[src/sv/spte_pkg.sv]
// Shared types and field constants for the sprite entry tile expander.
package spte_pkg;

    localparam int unsigned WORD_W   = 16;
    localparam int unsigned TILE_W   = 13;
    localparam int unsigned POS_W    = 9;
    localparam int unsigned SCR_W    = 10;
    localparam int unsigned CNT_W    = 3;
    localparam int unsigned PAL_W    = 4;

    // attribute word bit positions
    localparam int unsigned ATTR_DISABLE = 15;
    localparam int unsigned ATTR_FLIPY   = 14;
    localparam int unsigned ATTR_FLIPX   = 13;
    localparam int unsigned ATTR_PRIO    = 11;
    localparam int unsigned ATTR_W_LO    = 7;
    localparam int unsigned ATTR_H_LO    = 4;

    // controller to datapath
    typedef struct packed {
        logic load;   // capture a new entry and clear the tile counters
        logic emit;   // write the current tile to the output register, step on
    } spte_cmd_t;

    // datapath to controller
    typedef struct packed {
        logic entry_disabled;  // disable bit of the item on the input port
        logic at_last;         // counters sit on the final tile
        logic out_free;        // output register can take a tile this cycle
    } spte_sts_t;

endpackage

[src/sv/spte_ctrl.sv]
// Controller state machine for the sprite entry tile expander.
module spte_ctrl
    import spte_pkg::*;
(
    input  logic      clk,
    input  logic      rst_n,
    input  logic      in_valid,
    output logic      in_ready,
    input  spte_sts_t sts,
    output spte_cmd_t cmd
);

    typedef enum logic {
        ST_IDLE,
        ST_RUN
    } state_t;

    state_t state_reg;
    state_t state_next;
    logic   accept;

    assign in_ready = (state_reg == ST_IDLE);
    assign accept   = in_valid && in_ready;

    always_comb
    begin
        cmd.load   = 1'b0;
        cmd.emit   = 1'b0;
        state_next = state_reg;
        unique case (state_reg)
            ST_IDLE:
            begin
                if (accept && !sts.entry_disabled)
                begin
                    cmd.load   = 1'b1;
                    state_next = ST_RUN;
                end
            end
            ST_RUN:
            begin
                if (sts.out_free)
                begin
                    cmd.emit = 1'b1;
                    if (sts.at_last)
                        state_next = ST_IDLE;
                end
            end
            default:
                state_next = ST_IDLE;
        endcase
    end

    always_ff @(posedge clk or negedge rst_n)
    begin
        if (!rst_n)
            state_reg <= ST_IDLE;
        else
            state_reg <= state_next;
    end

endmodule

[src/sv/spte_dp.sv]
// Datapath for the sprite entry tile expander: entry fields, tile counters, output register.
module spte_dp
    import spte_pkg::*;
(
    input  logic                    clk,
    input  logic                    rst_n,
    input  logic [WORD_W-1:0]       attr_word,
    input  logic [WORD_W-1:0]       tile_word,
    input  logic [WORD_W-1:0]       x_word,
    input  logic [WORD_W-1:0]       y_word,
    input  spte_cmd_t               cmd,
    output spte_sts_t               sts,
    output logic                    out_valid,
    input  logic                    out_ready,
    output logic [TILE_W-1:0]       tile_code,
    output logic [PAL_W-1:0]        palette,
    output logic                    mirror_x,
    output logic                    mirror_y,
    output logic signed [SCR_W-1:0] screen_x,
    output logic signed [SCR_W-1:0] screen_y,
    output logic                    behind_foreground,
    output logic                    last_tile
);

    // entry fields
    logic [CNT_W-1:0]  wm1_reg, hm1_reg;
    logic [PAL_W-1:0]  pal_reg;
    logic              fx_reg, fy_reg, pri_reg;
    logic [POS_W-1:0]  px_reg, py_reg;
    // running counters
    logic [TILE_W-1:0] tile_reg;
    logic [CNT_W-1:0]  cx_reg, cy_reg;
    // output register
    logic              out_valid_reg;
    logic [TILE_W-1:0] tile_code_reg;
    logic [PAL_W-1:0]  pal_out_reg;
    logic              fx_out_reg, fy_out_reg, pri_out_reg, last_out_reg;
    logic [SCR_W-1:0]  sx_reg, sy_reg;

    logic [CNT_W-1:0]  ox, oy;
    logic [SCR_W-1:0]  sx_next, sy_next;
    logic              col_end, row_end;

    assign col_end = (cx_reg == wm1_reg);
    assign row_end = (cy_reg == hm1_reg);

    assign ox = fx_reg ? (wm1_reg - cx_reg) : cx_reg;
    assign oy = fy_reg ? (hm1_reg - cy_reg) : cy_reg;

    // sign-extended 9-bit position plus 16 per tile, wraps in 10 bits
    assign sx_next = {px_reg[POS_W-1], px_reg} + {{(SCR_W-CNT_W-4){1'b0}}, ox, 4'b0000};
    assign sy_next = {py_reg[POS_W-1], py_reg} + {{(SCR_W-CNT_W-4){1'b0}}, oy, 4'b0000};

    assign sts.entry_disabled = attr_word[ATTR_DISABLE];
    assign sts.at_last        = col_end && row_end;
    assign sts.out_free       = !out_valid_reg || out_ready;

    always_ff @(posedge clk)
    begin
        if (cmd.load)
        begin
            wm1_reg  <= attr_word[ATTR_W_LO +: CNT_W];
            hm1_reg  <= attr_word[ATTR_H_LO +: CNT_W];
            pal_reg  <= attr_word[PAL_W-1:0];
            fx_reg   <= attr_word[ATTR_FLIPX];
            fy_reg   <= attr_word[ATTR_FLIPY];
            pri_reg  <= attr_word[ATTR_PRIO];
            px_reg   <= x_word[POS_W-1:0];
            py_reg   <= y_word[POS_W-1:0];
            tile_reg <= tile_word[TILE_W-1:0];
            cx_reg   <= '0;
            cy_reg   <= '0;
        end
        else if (cmd.emit)
        begin
            tile_reg <= tile_reg + 1'b1;
            if (row_end)
            begin
                cy_reg <= '0;
                cx_reg <= cx_reg + 1'b1;
            end
            else
                cy_reg <= cy_reg + 1'b1;
        end

        if (cmd.emit)
        begin
            tile_code_reg <= tile_reg;
            pal_out_reg   <= pal_reg;
            fx_out_reg    <= fx_reg;
            fy_out_reg    <= fy_reg;
            pri_out_reg   <= pri_reg;
            sx_reg        <= sx_next;
            sy_reg        <= sy_next;
            last_out_reg  <= col_end && row_end;
        end
    end

    always_ff @(posedge clk or negedge rst_n)
    begin
        if (!rst_n)
            out_valid_reg <= 1'b0;
        else if (cmd.emit)
            out_valid_reg <= 1'b1;
        else if (out_ready)
            out_valid_reg <= 1'b0;
    end

    assign out_valid         = out_valid_reg;
    assign tile_code         = tile_code_reg;
    assign palette           = pal_out_reg;
    assign mirror_x          = fx_out_reg;
    assign mirror_y          = fy_out_reg;
    assign screen_x          = sx_reg;
    assign screen_y          = sy_reg;
    assign behind_foreground = pri_out_reg;
    assign last_tile         = last_out_reg;

endmodule

[src/sv/sprite_entry_tile_expander_core.sv]
// Top level of the sprite entry tile expander: controller plus datapath.
//
//  channel | direction | handshake             | payload
//  --------+-----------+-----------------------+-----------------------------------------
//  in      | input     | in_valid / in_ready   | attr_word, tile_word, x_word, y_word
//  out     | output    | out_valid / out_ready | tile_code, palette, mirror_x, mirror_y,
//          |           |                       | screen_x, screen_y, behind_foreground,
//          |           |                       | last_tile
//
// An enabled entry of W x H tiles gives W*H tile items, one per cycle when the
// output is not stalled. The accepting cycle loads the entry, then in_ready
// stays low while its W*H tiles (1 to 64) go out and the tile counter steps
// once per emitted tile.
// A disabled entry is taken while the controller stays idle and gives no item.
// The single output register lets a new entry be taken while the final tile of
// the previous one still waits; output stalls simply hold the tile counters.
// Reset (rst_n, asynchronous, active low) clears the controller and output valid.
module sprite_entry_tile_expander_core
    import spte_pkg::*;
(
    input  logic                    clk,
    input  logic                    rst_n,
    input  logic                    in_valid,
    output logic                    in_ready,
    input  logic [WORD_W-1:0]       attr_word,
    input  logic [WORD_W-1:0]       tile_word,
    input  logic [WORD_W-1:0]       x_word,
    input  logic [WORD_W-1:0]       y_word,
    output logic                    out_valid,
    input  logic                    out_ready,
    output logic [TILE_W-1:0]       tile_code,
    output logic [PAL_W-1:0]        palette,
    output logic                    mirror_x,
    output logic                    mirror_y,
    output logic signed [SCR_W-1:0] screen_x,
    output logic signed [SCR_W-1:0] screen_y,
    output logic                    behind_foreground,
    output logic                    last_tile
);

    spte_cmd_t cmd;
    spte_sts_t sts;

    // sequencer: idle takes entries, run emits one tile per free output slot
    spte_ctrl u_ctrl (
        .clk      (clk),
        .rst_n    (rst_n),
        .in_valid (in_valid),
        .in_ready (in_ready),
        .sts      (sts),
        .cmd      (cmd)
    );

    // entry fields, column/row counters, position arithmetic and output register
    spte_dp u_dp (
        .clk               (clk),
        .rst_n             (rst_n),
        .attr_word         (attr_word),
        .tile_word         (tile_word),
        .x_word            (x_word),
        .y_word            (y_word),
        .cmd               (cmd),
        .sts               (sts),
        .out_valid         (out_valid),
        .out_ready         (out_ready),
        .tile_code         (tile_code),
        .palette           (palette),
        .mirror_x          (mirror_x),
        .mirror_y          (mirror_y),
        .screen_x          (screen_x),
        .screen_y          (screen_y),
        .behind_foreground (behind_foreground),
        .last_tile         (last_tile)
    );

endmodule

[config.mk]
export PLATFORM = sky130hd
export DESIGN_NAME = sprite_entry_tile_expander_core
export DESIGN_NICKNAME = d
export VERILOG_FILES = /design/src/sv/spte_pkg.sv /design/src/sv/spte_ctrl.sv /design/src/sv/spte_dp.sv /design/src/sv/sprite_entry_tile_expander_core.sv
export SDC_FILE = /design/constraint.sdc
export NUM_CORES = 1
export LEC_CHECK = 0
export ABC_AREA = 1
export BUFFER_PORTS_ARGS = -buffer_cell sky130_fd_sc_hd__buf_2
export CORE_MARGIN = 2
export CORE_UTILIZATION = 48
export DETAILED_ROUTE_END_ITERATION = 10
export GPL_TIMING_DRIVEN = 0
export HOLD_SLACK_MARGIN = 0.05
export PLACE_DENSITY = 0.75
export SETUP_SLACK_MARGIN = 0.02
export SKIP_LAST_GASP = 1
export SYNTH_ARGS = -nofsm -noshare
export SYNTH_HDL_FRONTEND = slang
export SYNTH_SLANG_ARGS = --single-unit
[constraint.sdc]
create_clock -name clk -period 2.9 [get_ports clk]
set_input_delay 0 -clock clk [delete_from_list [all_inputs] [get_ports clk]]
set_output_delay 0 -clock clk [all_outputs]
set_load 0.02 [all_outputs]
==> flow_metrics.py <==
metrics = {
    "die": {
        "start_util_pct": 49.8,
        "coreArea_um2": 7810,
        "die_w_um": 94.0,
        "pin_count": 111,
        "die_h_um": 94.0,
        "die_area_um2": 8840,
        "rows": 32,
    },
    "cells_and_area": {
        "drive_gt1_share_pct": 27.3,
        "antennaDiodeCount": 0,
        "n_fill_cell": 581,
        "syn_to_final_growth_pct": 34.2,
        "stdcell_count": 556,
        "fin_nets": 535,
    },
    "cts": {
        "clock-sinks": 93,
        "cts_setup_buffers": 0,
        "clk_pin_slew_ns": 0.10,
        "cts_root_buffer": "clkbuf_8",
        "cts-htree-levels": 3,
        "worstSkewPairLatency_ns": 0.36,
        "cts_tree": "yes",
        "cts_made_buffers": 9,
        "cts.path.max_buffers": 2,
    },
    "placement": {
        "hpwl_um": 4820,
        "port_buffers": 91,
        "detailedPlace.worstSlack_ns": 0.588,
        "dp.cells": 491,
        "place.gp.congestion": 0.813,
    },
    "critical_path": {
        "crit_start": "u_dp.cy_reg[0]$_SDFFE_PP0P_",
        "rrSetupSlack_ns": 0.59,
        "rr_endpoint": "u_dp.screen_y[8]$_DFFE_PP_",
        "path_class": "flip-flop to flip-flop",
        "crit_end": "u_dp.screen_y[8]$_DFFE_PP_",
        "endpoint_kind": "flip-flop",
        "start_kind": "flip-flop",
        "reg2reg_depth": 9,
        "r2r-start": "u_dp.cy_reg[0]$_SDFFE_PP0P_",
        "worstPathMaxFanout": 5,
        "required_ns": 3.01,
        "cp.arrival_ns": 2.42,
    },
    "logic_synthesis": {
        "synth_adder_area_share_pct": 6.56,
        "syn-num-nets": 383,
        "syn_inst": 297,
        "synth_top_area_cell": "edfxtp_1",
        "yosysWarnings": 0,
        "synth_xor_area_share_pct": 2.70,
        "synthFlopType": "edfxtp_1",
        "muxShareOfSynthArea_pct": 0,
        "synth_edf_count": 85,
        "netlist_top_cells_count": "85 x edfxtp_1, 76 x nand2_1, 23 x nand3_1, 21 x inv_1, 14 x ha_1",
        "ys_seq_area_share_pct": 70.0,
        "syn_area_um2": 3890,
        "synth_top_area_share_pct": 65.6,
        "synthSimpleGateAreaFrac_pct": 14.1,
        "ys_top_cells_by_area": "edfxtp_1 66%, nand2_1 7.3%, ha_1 4.5%",
        "synthArstFlopShare_pct": 2.15,
        "synth.most_common_cell": "edfxtp_1",
        "ys_types": 29,
        "synth_top_family_by_area": "simple AND/OR/NAND/NOR gates",
        "syn_avg_cell_area_um2": 13.1,
        "ys_ff_latch": 93,
        "synth_compound_area_share_pct": 3.70,
    },
    "power_and_ir_drop": {
        "p_sw_w": 0.00129,
        "peakVddDrop_mv": 0.329,
        "switching_share_pct": 32.2,
        "cell_internal_pwr_w": 0.00271,
        "p_comb_share_pct": 27.0,
        "p_leak_nw": 2.21,
        "pwr-share-clk_pct": 24.4,
        "seqPwrFrac_pct": 48.6,
        "power.density_nw_per_um2": 767,
    },
    "global_route": {
        "grt_pass1_vias": 2623,
        "grt_util_all_layers_pct": 18.0,
        "grt_start_max_net_pins": 41,
        "grt_pass1_wl_um": 11900,
        "grt_overflow": 0,
        "antenna_found_initial": 0,
    },
    "route": {
        "vias": 2656,
        "drtPass1Iterations": 4,
        "drtAntennaViolNets": 0,
        "wire_per_inst_um": 13.5,
        "drc": 0,
        "via_per_inst": 4.78,
        "finalWirelength_um": 7480,
        "drt_iter0_drc": 89,
    },
    "sta": {
        "setup_ws_ns": 0.589,
        "worstMarginPinSlew_ns": 0.914,
        "holdWs_ns": 0.0566,
        "slew_headroom_pct": 38.9,
        "setup_tns_ns": 0,
        "hold_viol_final": 0,
        "period_needed_ns": 2.31,
        "max_freq_mhz": 433,
        "slew_violations": 0,
        "setup_violations": 0,
        "clock_skew_ns": 0.0107,
        "fin_crit_sh_pct": 79.7,
        "grt_setup_unrepaired": "false",
    },
    "run": {
        "cap_viol_max_count": 0,
    },
    "worst_hold_path": {
        "hold_class": "input port to flip-flop",
    },
    "status": {
        "status": "finished clean",
    },
}
==> timing repair <==
item,4_1_cts,5_1_grt
endpoints found under the setup margin,0,0
gates resized for setup,0,0
endpoints found under the hold margin,49,0
hold buffers,49,0
==> worst max-delay path, cell delays in order (launching register included) <==
cell and delay (ns):
dfxtp_1 0.42, ha_1 0.17, inv_1 0.05, fa_1 0.42, nand2_1 0.07, o21ai_0 0.15
fa_1 0.47, nand3_1 0.10, nand2_1 0.06, xor2_1 0.14
==> worst min path at each step <==
stage | start | end | slack [ns] | cells past startpoint
final | attr_word[15] | u_dp.cx_reg[1]$_SDFFE_PP0P_ | 0.06 | 5
after global routing | attr_word[15] | u_dp.cx_reg[1]$_SDFFE_PP0P_ | 0.10 | 5
after CTS | attr_word[15] | u_dp.cx_reg[1]$_SDFFE_PP0P_ | 0.05 | 5
after detailed placement | rst_n | u_ctrl.state_reg$_DFF_PN0_ | -0.21 | 1
after global placement | rst_n | u_ctrl.state_reg$_DFF_PN0_ | -0.21 | 1
after floorplan | rst_n | u_ctrl.state_reg$_DFF_PN0_ | -0.30 | 0
==> power groups by stage <==
stage | combinational (W) | clock, W | sequential (W)
after global placement | 0.000969 | 0 | 0.00197
after global routing | 0.00122 | 0.00105 | 0.00198
after detailed placement | 0.00103 | 0 | 0.00197
after floorplan | 0.000568 | 0 | 0.00211
final | 0.00108 | 0.000976 | 0.00194
after CTS | 0.00109 | 0.00100 | 0.00194
==> metrics by stage <==
stage | power (W) | util [%] | instance area, µm²
2_1_floorplan | 0.00267 | - | 3890
3_3_place_gp | 0.00294 | 57.3 | 4470
3_5_place_dp | 0.00300 | 57.6 | 4500
4_1_cts | 0.00404 | 66.8 | 5220
5_1_grt | 0.00425 | 66.8 | 5220
6_report | 0.00400 | 66.8 | 5220
==> cell families (layout without fill, tap and decap cells) <==
family,Yosys count,after routing
AO/OA/AOI/OAI,24,24
XOR/XNOR,12,12
buffers and inverters,27,184
AND/OR/NAND/NOR,123,123
adder cells (fa/ha/maj),18,18
flip-flops,93,93
==> per-layer routing <==
metal / global-route usage (%) / vias up / wire length, µm
li1: - / 1331 / -
met1: 21.5 / 1246 / 3180
met2: 31.5 / 71 / 3800
met3: 4.65 / 8 / 403
met4: 6.28 / 0 / 103
met5: 0 / - / 0
==> final cells by class <==
cell class	instances	area, µm²	share of cell area [%]
plain buffers	2	18.8	0.360
clock buffers	9	124	2.37
clock inverters	7	104	1.99
inverters	25	96.3	1.85
multi-input cells	177	1050	20.2
flip-flops and latches	93	2720	52.2
well taps	102	128	2.45
repair buffers	141	973	18.7
==> placed cells by master, fill, tap and decap left out <==
cell type | synthesis | final
buf_2 | 0 | 91
edfxtp_1 | 85 | 85
nand2_1 | 76 | 76
dlygate4sd3_1 | 0 | 49
nand3_1 | 23 | 23
inv_1 | 21 | 21
ha_1 | 14 | 14
nor2_1 | 11 | 11
xor2_1 | 9 | 9
o21ai_0 | 9 | 9
clkbuf_8 | 0 | 9
a21oi_1 | 7 | 7
dfxtp_1 | 6 | 6
nor2_2 | 4 | 4
fa_1 | 4 | 4
inv_6 | 0 | 4
inv_2 | 3 | 3
xnor2_1 | 3 | 3
nand4_1 | 3 | 3
o21ai_1 | 2 | 2
a21boi_0 | 2 | 2
nor2_4 | 2 | 2
a21o_1 | 2 | 2
bufinv_16 | 0 | 2
dfrtp_1 | 2 | 2
a21oi_4 | 1 | 1
nand3_4 | 1 | 1
inv_4 | 1 | 1
buf_6 | 1 | 1
buf_4 | 1 | 1
o21bai_1 | 1 | 1
nand2_2 | 1 | 1
or2_1 | 1 | 1
nand3_2 | 1 | 1
clkinv_4 | 0 | 1
buf_16 | 0 | 1
No activity file was read; power rests on OpenSTA's default activity.
